## config.mk

```make
export PLATFORM = sky130hd
export DESIGN_NAME = filtered_three_lfsr_keystream_flat
export DESIGN_NICKNAME = d
export VERILOG_FILES = /design/src/rtl/ftlk_pkg.sv /design/src/rtl/ftlk_in_if.sv /design/src/rtl/ftlk_out_if.sv /design/src/rtl/ftlk_cell.sv /design/src/rtl/ftlk_lfsr.sv /design/src/rtl/filtered_three_lfsr_keystream.sv /design/src/flat_wrapper.sv
export SDC_FILE = /design/constraint.sdc
export NUM_CORES = 1
export LEC_CHECK = 0
export ABC_CLOCK_PERIOD_IN_PS = 3060
export BUFFER_PORTS_ARGS = -buffer_cell sky130_fd_sc_hd__buf_2
export CORE_MARGIN = 1
export CORE_UTILIZATION = 60
export DETAILED_ROUTE_END_ITERATION = 10
export HOLD_SLACK_MARGIN = 0.05
export PLACE_DENSITY = 0.86
export SYNTH_ARGS = -nofsm -noshare
export SYNTH_HDL_FRONTEND = slang
export SYNTH_SLANG_ARGS = --single-unit
```

## constraint.sdc

```tcl
create_clock -name i_clk -period 3.06 [get_ports i_clk]
set_clock_uncertainty 0.15 [all_clocks]
set_input_delay 0.612 -clock i_clk [delete_from_list [all_inputs] [get_ports i_clk]]
set_output_delay 0.612 -clock i_clk [all_outputs]
set_load 0.05 [all_outputs]
```

## src/rtl/ftlk_pkg.sv

```systemverilog
`timescale 1ns / 1ps
// Shared types and constants of the filtered three-LFSR keystream generator.
// No dependencies; all files but ftlk_in_if use it by scoped names.
package ftlk_pkg;

    localparam int CFG_IDX_W  = 3;
    localparam int CFG_DATA_W = 16;
    localparam int SEED_W     = 16;
    localparam int FILT_W     = 8;
    localparam int SEL_W      = 3;

    localparam logic [CFG_IDX_W-1:0] CFG_TAPS_ZERO    = 3'd0;
    localparam logic [CFG_IDX_W-1:0] CFG_TAPS_ONE     = 3'd1;
    localparam logic [CFG_IDX_W-1:0] CFG_TAPS_TWO     = 3'd2;
    localparam logic [CFG_IDX_W-1:0] CFG_SEED_ZERO    = 3'd3;
    localparam logic [CFG_IDX_W-1:0] CFG_SEED_ONE     = 3'd4;
    localparam logic [CFG_IDX_W-1:0] CFG_SEED_TWO     = 3'd5;
    localparam logic [CFG_IDX_W-1:0] CFG_FILTER_TABLE = 3'd6;

    // Step control broadcast along every register row.
    typedef struct packed {
        logic step;
        logic restart;
    } t_step_ctl;

endpackage

```

## src/rtl/ftlk_in_if.sv

```systemverilog
`timescale 1ns / 1ps
// Input channel of the keystream generator: valid/ready plus restart and data bit.
// No dependencies.
interface ftlk_in_if;
    logic valid;
    logic ready;
    logic restart;
    logic data_bit;

    modport source (output valid, output restart, output data_bit, input ready);
    modport sink   (input valid, input restart, input data_bit, output ready);
endinterface

```

## src/rtl/ftlk_out_if.sv

```systemverilog
`timescale 1ns / 1ps
// Output channel of the keystream generator: valid/ready plus result fields.
// Depends on ftlk_pkg for the filter select width.
interface ftlk_out_if;
    logic                          valid;
    logic                          ready;
    logic                          key_bit;
    logic                          mixed_bit;
    logic [ftlk_pkg::SEL_W-1:0]    register_bits;

    modport source (output valid, output key_bit, output mixed_bit, output register_bits,
                    input ready);
    modport sink   (input valid, input key_bit, input mixed_bit, input register_bits,
                    output ready);
endinterface

```

## src/rtl/ftlk_cell.sv

```systemverilog
`timescale 1ns / 1ps
// One bit cell of an LFSR row: holds a state bit and takes its neighbor's bit on a step.
// Depends on ftlk_pkg for the step control struct.
module ftlk_cell (
    input  logic                i_clk,
    input  logic                i_rst_n,
    input  ftlk_pkg::t_step_ctl i_ctl,
    input  logic                i_seed,
    input  logic                i_tap,
    input  logic                i_from_up,
    output logic                o_bit,
    output logic                o_tapped
);
    logic r_bit;
    logic n_bit;

    // restart loads the seed ahead of the shift within the same transaction
    assign o_bit    = i_ctl.restart ? i_seed : r_bit;
    assign o_tapped = o_bit & i_tap;

    always_comb begin
        n_bit = r_bit;
        if (i_ctl.step) begin
            n_bit = i_from_up;
        end
    end

    always_ff @(posedge i_clk) begin
        if (!i_rst_n) begin
            r_bit <= 1'b0;
        end else begin
            r_bit <= n_bit;
        end
    end
endmodule

```

## src/rtl/ftlk_lfsr.sv

```systemverilog
`timescale 1ns / 1ps
// One Fibonacci LFSR as a row of bit cells with parity feedback into the top cell.
// Depends on ftlk_pkg and ftlk_cell.
module ftlk_lfsr #(
    parameter int REG_LEN = 16
) (
    input  logic                          i_clk,
    input  logic                          i_rst_n,
    input  ftlk_pkg::t_step_ctl           i_ctl,
    input  logic [ftlk_pkg::SEED_W-1:0]   i_seed,
    input  logic [ftlk_pkg::SEED_W-1:0]   i_taps,
    output logic                          o_bit
);
    logic [REG_LEN-1:0] w_bit;
    logic [REG_LEN-1:0] w_tapped;
    logic               w_fb;

    // parity of the pre-shift state under the tap mask
    assign w_fb  = ^w_tapped;
    assign o_bit = w_bit[0];

    for (genvar i = 0; i < REG_LEN; i++) begin : g_cell
        logic w_seed;
        logic w_tap;
        logic w_up;

        // bits above the seed and tap width read as zero
        if (i < ftlk_pkg::SEED_W) begin : g_cfg
            assign w_seed = i_seed[i];
            assign w_tap  = i_taps[i];
        end else begin : g_zero
            assign w_seed = 1'b0;
            assign w_tap  = 1'b0;
        end

        if (i == REG_LEN - 1) begin : g_top
            assign w_up = w_fb;
        end else begin : g_mid
            assign w_up = w_bit[i+1];
        end

        ftlk_cell u_cell (
            .i_clk     (i_clk),
            .i_rst_n   (i_rst_n),
            .i_ctl     (i_ctl),
            .i_seed    (w_seed),
            .i_tap     (w_tap),
            .i_from_up (w_up),
            .o_bit     (w_bit[i]),
            .o_tapped  (w_tapped[i])
        );
    end
endmodule

```

## src/rtl/filtered_three_lfsr_keystream.sv

```systemverilog
`timescale 1ns / 1ps
// Top level: three LFSR cell rows, 8-entry filter and registered output stage.
// Depends on ftlk_pkg, ftlk_in_if, ftlk_out_if and ftlk_lfsr.
//
// Usage:
//   i_req carries one transaction per keystream bit: restart reloads all three
//   registers from their seeds before the step, data_bit is mixed with the key.
//   o_rsp returns key_bit, mixed_bit = data_bit ^ key_bit, and register_bits
//   (the three emitted LFSR bits, first register in bit 0).
//   Configuration writes go through i_cfg_we / i_cfg_idx / i_cfg_data: indexes
//   0..2 tap masks, 3..5 seeds, 6 filter table; index 7 is ignored. Write only
//   while no transaction is in flight.
//   An accepted transaction is registered in the output stage and shows on o_rsp
//   in the next cycle. Throughput is one transaction per cycle, set by the single
//   output register, while o_rsp.ready holds; each row shifts and forms parity in a step.
//   i_req.ready is high whenever the output register is empty or being taken,
//   so a stalled receiver holds the result and back-pressures the input.
//   Synchronous reset clears all three LFSR states, the configuration and the
//   output valid.
module filtered_three_lfsr_keystream #(
    parameter int REG_LEN = 16
) (
    input  logic                               i_clk,
    input  logic                               i_rst_n,
    input  logic                               i_cfg_we,
    input  logic [ftlk_pkg::CFG_IDX_W-1:0]     i_cfg_idx,
    input  logic [ftlk_pkg::CFG_DATA_W-1:0]    i_cfg_data,
    ftlk_in_if.sink                            i_req,
    ftlk_out_if.source                         o_rsp
);
    logic [ftlk_pkg::SEED_W-1:0] r_taps_zero, r_taps_one, r_taps_two;
    logic [ftlk_pkg::SEED_W-1:0] r_seed_zero, r_seed_one, r_seed_two;
    logic [ftlk_pkg::FILT_W-1:0] r_filter;

    logic                        r_out_valid;
    logic                        r_key;
    logic                        r_mixed;
    logic [ftlk_pkg::SEL_W-1:0]  r_sel;

    ftlk_pkg::t_step_ctl         w_ctl;
    logic                        w_accept;
    logic [ftlk_pkg::SEL_W-1:0]  w_sel;
    logic                        w_key;

    assign i_req.ready = !r_out_valid || o_rsp.ready;
    assign w_accept    = i_req.valid && i_req.ready;
    assign w_ctl.step    = w_accept;
    assign w_ctl.restart = w_accept && i_req.restart;

    always_ff @(posedge i_clk) begin
        if (!i_rst_n) begin
            r_taps_zero <= '0;
            r_taps_one  <= '0;
            r_taps_two  <= '0;
            r_seed_zero <= '0;
            r_seed_one  <= '0;
            r_seed_two  <= '0;
            r_filter    <= '0;
        end else if (i_cfg_we) begin
            case (i_cfg_idx)
                ftlk_pkg::CFG_TAPS_ZERO:    r_taps_zero <= i_cfg_data;
                ftlk_pkg::CFG_TAPS_ONE:     r_taps_one  <= i_cfg_data;
                ftlk_pkg::CFG_TAPS_TWO:     r_taps_two  <= i_cfg_data;
                ftlk_pkg::CFG_SEED_ZERO:    r_seed_zero <= i_cfg_data;
                ftlk_pkg::CFG_SEED_ONE:     r_seed_one  <= i_cfg_data;
                ftlk_pkg::CFG_SEED_TWO:     r_seed_two  <= i_cfg_data;
                ftlk_pkg::CFG_FILTER_TABLE: r_filter    <= i_cfg_data[ftlk_pkg::FILT_W-1:0];
                default: begin
                end
            endcase
        end
    end

    ftlk_lfsr #(.REG_LEN(REG_LEN)) u_lfsr_zero (
        .i_clk   (i_clk),
        .i_rst_n (i_rst_n),
        .i_ctl   (w_ctl),
        .i_seed  (r_seed_zero),
        .i_taps  (r_taps_zero),
        .o_bit   (w_sel[0])
    );

    ftlk_lfsr #(.REG_LEN(REG_LEN)) u_lfsr_one (
        .i_clk   (i_clk),
        .i_rst_n (i_rst_n),
        .i_ctl   (w_ctl),
        .i_seed  (r_seed_one),
        .i_taps  (r_taps_one),
        .o_bit   (w_sel[1])
    );

    ftlk_lfsr #(.REG_LEN(REG_LEN)) u_lfsr_two (
        .i_clk   (i_clk),
        .i_rst_n (i_rst_n),
        .i_ctl   (w_ctl),
        .i_seed  (r_seed_two),
        .i_taps  (r_taps_two),
        .o_bit   (w_sel[2])
    );

    assign w_key = r_filter[w_sel];

    always_ff @(posedge i_clk) begin
        if (!i_rst_n) begin
            r_out_valid <= 1'b0;
        end else if (i_req.ready) begin
            r_out_valid <= i_req.valid;
        end
    end

    // hold the result while the receiver stalls
    always_ff @(posedge i_clk) begin
        if (w_accept) begin
            r_key   <= w_key;
            r_mixed <= w_key ^ i_req.data_bit;
            r_sel   <= w_sel;
        end
    end

    assign o_rsp.valid         = r_out_valid;
    assign o_rsp.key_bit       = r_key;
    assign o_rsp.mixed_bit     = r_mixed;
    assign o_rsp.register_bits = r_sel;
endmodule

```

## src/flat_wrapper.sv

```systemverilog
// flat-port wrapper written by rule: the top's interface ports become plain ports
module filtered_three_lfsr_keystream_flat 
#(
    parameter int REG_LEN = 16
)
  (i_clk, i_rst_n, i_cfg_we, i_cfg_idx, i_cfg_data, i_req_valid, i_req_restart, i_req_data_bit, i_req_ready, o_rsp_valid, o_rsp_key_bit, o_rsp_mixed_bit, o_rsp_register_bits, o_rsp_ready);
  ftlk_in_if i_req_i ();
  ftlk_out_if o_rsp_i ();
  input  logic i_clk;
  input  logic i_rst_n;
  input  logic i_cfg_we;
  input  logic [ftlk_pkg::CFG_IDX_W-1:0] i_cfg_idx;
  input  logic [ftlk_pkg::CFG_DATA_W-1:0] i_cfg_data;
  input wire logic [$bits(i_req_i.valid)-1:0] i_req_valid;
  input wire logic [$bits(i_req_i.restart)-1:0] i_req_restart;
  input wire logic [$bits(i_req_i.data_bit)-1:0] i_req_data_bit;
  output wire logic [$bits(i_req_i.ready)-1:0] i_req_ready;
  output wire logic [$bits(o_rsp_i.valid)-1:0] o_rsp_valid;
  output wire logic [$bits(o_rsp_i.key_bit)-1:0] o_rsp_key_bit;
  output wire logic [$bits(o_rsp_i.mixed_bit)-1:0] o_rsp_mixed_bit;
  output wire logic [$bits(o_rsp_i.register_bits)-1:0] o_rsp_register_bits;
  input wire logic [$bits(o_rsp_i.ready)-1:0] o_rsp_ready;
  assign i_req_i.valid = i_req_valid;
  assign i_req_i.restart = i_req_restart;
  assign i_req_i.data_bit = i_req_data_bit;
  assign i_req_ready = i_req_i.ready;
  assign o_rsp_valid = o_rsp_i.valid;
  assign o_rsp_key_bit = o_rsp_i.key_bit;
  assign o_rsp_mixed_bit = o_rsp_i.mixed_bit;
  assign o_rsp_register_bits = o_rsp_i.register_bits;
  assign o_rsp_i.ready = o_rsp_ready;
  filtered_three_lfsr_keystream #(.REG_LEN(REG_LEN)) u_core (.i_clk(i_clk), .i_rst_n(i_rst_n), .i_cfg_we(i_cfg_we), .i_cfg_idx(i_cfg_idx), .i_cfg_data(i_cfg_data), .i_req(i_req_i), .o_rsp(o_rsp_i));
endmodule
```

After elaboration in Yosys (flattened, before gate mapping)
Index checks and enable logic that the tools add are counted.

$add $sub $neg: 0. Multiply operators: 0. Div/mod/pow operators: 0. $lt $le $gt $ge: 1. Equality and inequality tests: 6. Shift operators: 0. Mux-type cells: 50. Bitwise gates (word level): 49. Reduce and logical (&&, ||, !) cells: 15.

Operator list (number): two-way mux 1 bit (49); AND 1 bit (48); XOR reduction 16 bit (3); AND reduction 2 bit (7); == test 3 bit (second input constant) (3); == test 3 x 2 -> 1 bit (second input constant) (2); < comparator 3 x 4 -> 1 bit (second input constant) (1); binary-select mux 1 bit (select 3 bit) (1); == test 3 x 1 -> 1 bit (second input constant) (1); logical NOT 3 bit (1); logical AND 1 bit (2); logical NOT 1 bit (1); logical OR 1 bit (1); XOR 1 bit (1).

Bits in registers: 158. Bits in latches: 0. RAM bits: 0. ROM bits: 0. Input port bits: 26. Output and inout bits: 7. Logic and storage cells: 180. Memories: 0.

Longest topological paths before layout
Depth after elaboration: 8. Mapped depth: 12. Depth with buffers taken out: 9.

Modules after synthesis
Synthesis repeated with hierarchy kept, for this count alone.

Cells, all modules: 768. Area, all modules: 7497.2 um2.

By module, submodules not included: filtered_three_lfsr_keystream (times used 1, cells an instance 483, area an instance 4220.3 um2, seq. area each 2252.2 um2); ftlk_cell (times used 48, cells an instance 5, area an instance 60.1 um2, seq. area each 20.0 um2); ftlk_lfsr (times used 3, cells an instance 15, area an instance 131.4 um2, seq. area each 0.0 um2).

Worst setup path before layout
Ideal clock, no wire load.

Path type: reg-to-reg. Start: reg u_core.r_out_valid, in the netlist u_core.o_rsp.valid. End: reg u_core.r_mixed, in the netlist u_core.o_rsp.mixed_bit (data pin). Setup time: 0.261 ns. Arrival: 2.526 ns. Required time: 2.649 ns. Setup slack: 0.123 ns. Cell stages (with the launch flop): 11. Path buffers: 2. Clock period less this slack: 2.937 ns. Path through: dfxtp_1 -> nor2b_4 -> buf_6 -> inv_4 -> nand3_4 -> buf_2 -> mux2i_2 -> mux2_2 -> o211ai_1 -> o21ai_2 -> xor2_1.

Cells in the longest elaborated chain, start to end: 8. Elaborated cells on any way between the ends: 10. Those cells by class: mux: 5; bitwise: 1; reduce/logical: 4.

Ends and longest elaborated chain: start: declaration (RTL line filtered_three_lfsr_keystream.sv:35) `logic r_out_valid;`; start signal: assignment (RTL line filtered_three_lfsr_keystream.sv:107) `r_out_valid <= i_req.valid;`; logical NOT 1 bit * (RTL line filtered_three_lfsr_keystream.sv:45) `assign i_req.ready = !r_out_valid || o_rsp.ready;`; logical OR 1 bit * (RTL line filtered_three_lfsr_keystream.sv:45); net i_req_ready (RTL line flat_wrapper.sv:17) `output wire logic [$bits(i_req_i.ready)-1:0] i_req_ready;`; logical AND 1 bit * (RTL line filtered_three_lfsr_keystream.sv:46) `assign w_accept = i_req.valid && i_req.ready;`; logical AND 1 bit * (RTL line filtered_three_lfsr_keystream.sv:48) `assign w_ctl.restart = w_accept && i_req.restart;`; two-way mux 1 bit (RTL line ftlk_cell.sv:18) `assign o_bit = i_ctl.restart ? i_seed : r_bit;`; binary-select mux 1 bit (select 3 bit) * (RTL line filtered_three_lfsr_keystream.sv:101) `assign w_key = r_filter[w_sel];`; two-way mux 1 bit (implied by the code) * (RTL line filtered_three_lfsr_keystream.sv:101); net u_core.w_key (RTL line filtered_three_lfsr_keystream.sv:43) `logic w_key;`; XOR 1 bit * (RTL line filtered_three_lfsr_keystream.sv:115) `r_mixed <= w_key ^ i_req.data_bit;`; end signal: assignment (RTL line filtered_three_lfsr_keystream.sv:115); end: declaration (RTL line filtered_three_lfsr_keystream.sv:37) `logic r_mixed;`.

Mark *: on every way through the listed nets, which the timed path passes. The rest lies on a longest branch. The select of a mux whose other input is x is not followed. A chain may end at the register's enable or synchronous reset.

Final worst setup path
Start: reg u_core.r_out_valid, in the netlist u_core.o_rsp.valid. End: reg u_core.r_mixed, in the netlist u_core.o_rsp.mixed_bit (data pin).

Cells in the longest elaborated chain, start to end: 8. Elaborated cells on any way between the ends: 10. Those cells by class: mux: 5; bitwise: 1; reduce/logical: 4.

Ends and longest elaborated chain (RTL line): logical NOT 1 bit * (filtered_three_lfsr_keystream.sv:45); logical OR 1 bit * (filtered_three_lfsr_keystream.sv:45); logical AND 1 bit * (filtered_three_lfsr_keystream.sv:46); logical AND 1 bit * (filtered_three_lfsr_keystream.sv:48); two-way mux 1 bit (ftlk_cell.sv:18); binary-select mux 1 bit (select 3 bit) * (filtered_three_lfsr_keystream.sv:101); two-way mux 1 bit (implied by the code) * (filtered_three_lfsr_keystream.sv:101); net u_core.w_key (filtered_three_lfsr_keystream.sv:43); XOR 1 bit * (filtered_three_lfsr_keystream.sv:115).

Marks and branches as above.

==> impl_metrics.tcl <==
set metrics [dict create \
    antenna_found_initial 0 \
    cts_sinks 158 \
    crit_arrival_ps 2660 \
    timing.final.ws_setup_ps 421 \
    p_leak_nw 3.54 \
    total_power_mw 4.66 \
    core_um2 12700 \
    power.density_nw_per_um2 533 \
    grt_pass1_vias 6658 \
    grt_use_total_pct 31.7 \
    syn2layout_area_growth_pct 10.8 \
    n_antenna_cell 0 \
    netlist_top_cells_count "nand2_1 (274), dfxtp_1 (153), a21boi_0 (104)" \
    io_pins 33 \
    drive_gt1_share_pct 9.76 \
    setup_viol 0 \
    finalWirelength_um 20000 \
    grt_max_degree 55 \
    fp-row-count 41 \
    via_count 7149 \
    dp_hpwl_um 12700 \
    cts_max_path_buffers 2 \
    ys_ff_latch 158 \
    start_util_pct 62.0 \
    grt_pass1_wl_um 33200 \
    drtIter0Drc 605 \
    synth.net_count 968 \
    ys_top_cells_by_area "dfxtp_1 (39%), nand2_1 (13%), a21boi_0 (9.9%)" \
    syn_inst 942 \
    path_clk_slew_ps 60 \
    hold_ws_ps 325 \
    finalCritPeriodShare_pct 86.3 \
    seqPwrFrac_pct 47.9 \
    dieArea_um2 13600 \
    dpl_cell_area_um2 8200 \
    wl_per_cell_um 17.6 \
    finalSetupTns_ps 0 \
    yosysMostFrequentCell "nand2_1" \
    yosysSeqAreaShare_pct 40.7 \
    nets 978 \
    firstDrtPassIters 5 \
    clkLatencyLatePin_ps 430 \
    crit_path_start_kind "flip-flop" \
    hold_viol_final 0 \
    cts_tree "done" \
    dieHeight_um 117 \
    power.net_switching_mw 1.15 \
    grt_overflow 0 \
    nFillCells 1057 \
    final_util_pct 68.7 \
    ys_types 40 \
    reg2reg_slack_ps 420 \
    fmax_mhz 379 \
    cts_resized 0 \
    post_cts_buffers 0 \
    place_ws_ps 88.4 \
    die_x_um 117 \
    drv_cap 0 \
    place_congestion 0.872 \
    worstHoldPathType "flip-flop to flip-flop" \
    ant_nets 0 \
    path_class "flip-flop to flip-flop" \
    postSynthAreaPerCell_um2 8.38 \
    cts-root-buf "clkbuf_16" \
    synth_top_area_share_pct 38.8 \
    rsz0062_at_grt "false" \
    combPwrFrac_pct 9.2 \
    maxSlewViolCount 0 \
    irDropWorstVdd_v 0.000316 \
    critPathRequiredTime_ps 3080 \
    multiInputGateArea_um2 4380 \
    stdcell_count 1135 \
    p_int_mw 3.51 \
    final_area_um2 8750 \
    dp.cells 1105 \
    synth_edf_count 5 \
    power_frac_clock_pct 42.8 \
    cts_max_level 4 \
    portBuffers 32 \
    netlist_area_um2 7890 \
    yosys_most_used_dff "dfxtp_1" \
    crit_path_end_kind "flip-flop" \
    hold_buffers 0 \
    seqCellArea_um2 3210 \
    drcViolationCount 0 \
    status "completed" \
    slew_headroom_pct 48.1 \
    layout_min_cycle_time_ps 2640 \
    swShare_pct 24.7 \
    crit_fanout 18 \
    yosys.area.top_type "dfxtp_1" \
    cts_inserted_buffers 17 \
    yosys_warnings 0 \
    worst_pin_slew_ps 777 \
    async_flop_share_pct 0 \
    vias_per_cell 6.30 \
]
-- power groups by stage --
stage	combinational [mW]	sequential [mW]	clock [mW]
after detailed placement	0.425	2.27	0
after CTS	0.428	2.23	2.01
after global placement	0.414	2.27	0
after floorplan	0.276	2.27	0
after global routing	0.468	2.24	2.10
final	0.430	2.23	2.00
-- logic make-up (layout without fill, tap and decap cells) --
logic type | count (synthesis) | in the layout | synth area share [%]
AND/OR/NAND/NOR | 405 | 405 | 22.3
AO/OA/AOI/OAI | 243 | 243 | 23.9
flip-flops | 158 | 158 | 40.7
multiplexers | 51 | 51 | 6.55
buffers and inverters | 66 | 87 | 3.95
XOR/XNOR | 19 | 19 | 2.63
-- final timing paths --
kind / from / cells past startpoint / end
max: u_core.o_rsp.valid / 8 / u_core.o_rsp.mixed_bit
min: u_core.r_filter[5] / 2 / u_core.r_filter[5]
max reg2reg: u_core.o_rsp.valid / 8 / u_core.o_rsp.mixed_bit
min reg2reg: u_core.r_filter[5] / 2 / u_core.r_filter[5]
-- worst max-delay path: stages (launching register included) --
cell and delay, ps:
dfxtp_1 320, nor2b_4 280, inv_4 70, nand3_4 220
mux2i_2 440, mux2_2 390, o21ai_0 250, o21ai_2 110
xor2_1 150
-- per-layer routing --
metal / global-route usage, % / up-vias / share of wire (%)
li1: - / 3386 / -
met1: 40.7 / 3441 / 42
met2: 51.6 / 275 / 48
met3: 5.55 / 47 / 6.8
met4: 16.1 / 0 / 2.8
met5: 0 / - / 0
-- sequential cells by signal, summed over array words and instances (netlist names), 16 cells and up --
register                                cells
u_core.u_lfsr_zero.g_cell.u_cell.r_bit     16
u_core.r_taps_two                          16
u_core.r_taps_zero                         16
u_core.r_seed_zero                         16
u_core.r_taps_one                          16
u_core.u_lfsr_one.g_cell.u_cell.r_bit      16
u_core.r_seed_two                          16
u_core.u_lfsr_two.g_cell.u_cell.r_bit      16
u_core.r_seed_one                          16
-- layout make-up --
type	instances	share of cell area, %
Clock buffer	21	5.15
Inverter	3	0.157
Timing Repair Buffer	54	4.32
Clock inverter	9	1.09
Multi-Input combinational cell	718	50.1
Sequential cell	158	36.7
Tap cell	172	2.46
-- cell usage in the layout (no fill, tap or decap), drive strengths merged, types with 13 or more instances in the layout --
master / instances
nand2: 275
and3: 13
buf: 54
clkbuf: 21
a31oi: 24
o21ai: 29
mux2i: 49
nand3: 77
a32oi: 24
o211a: 45
a21boi: 104
dfxtp: 153
nor3: 14
Power figures use the tool's default switching activity.
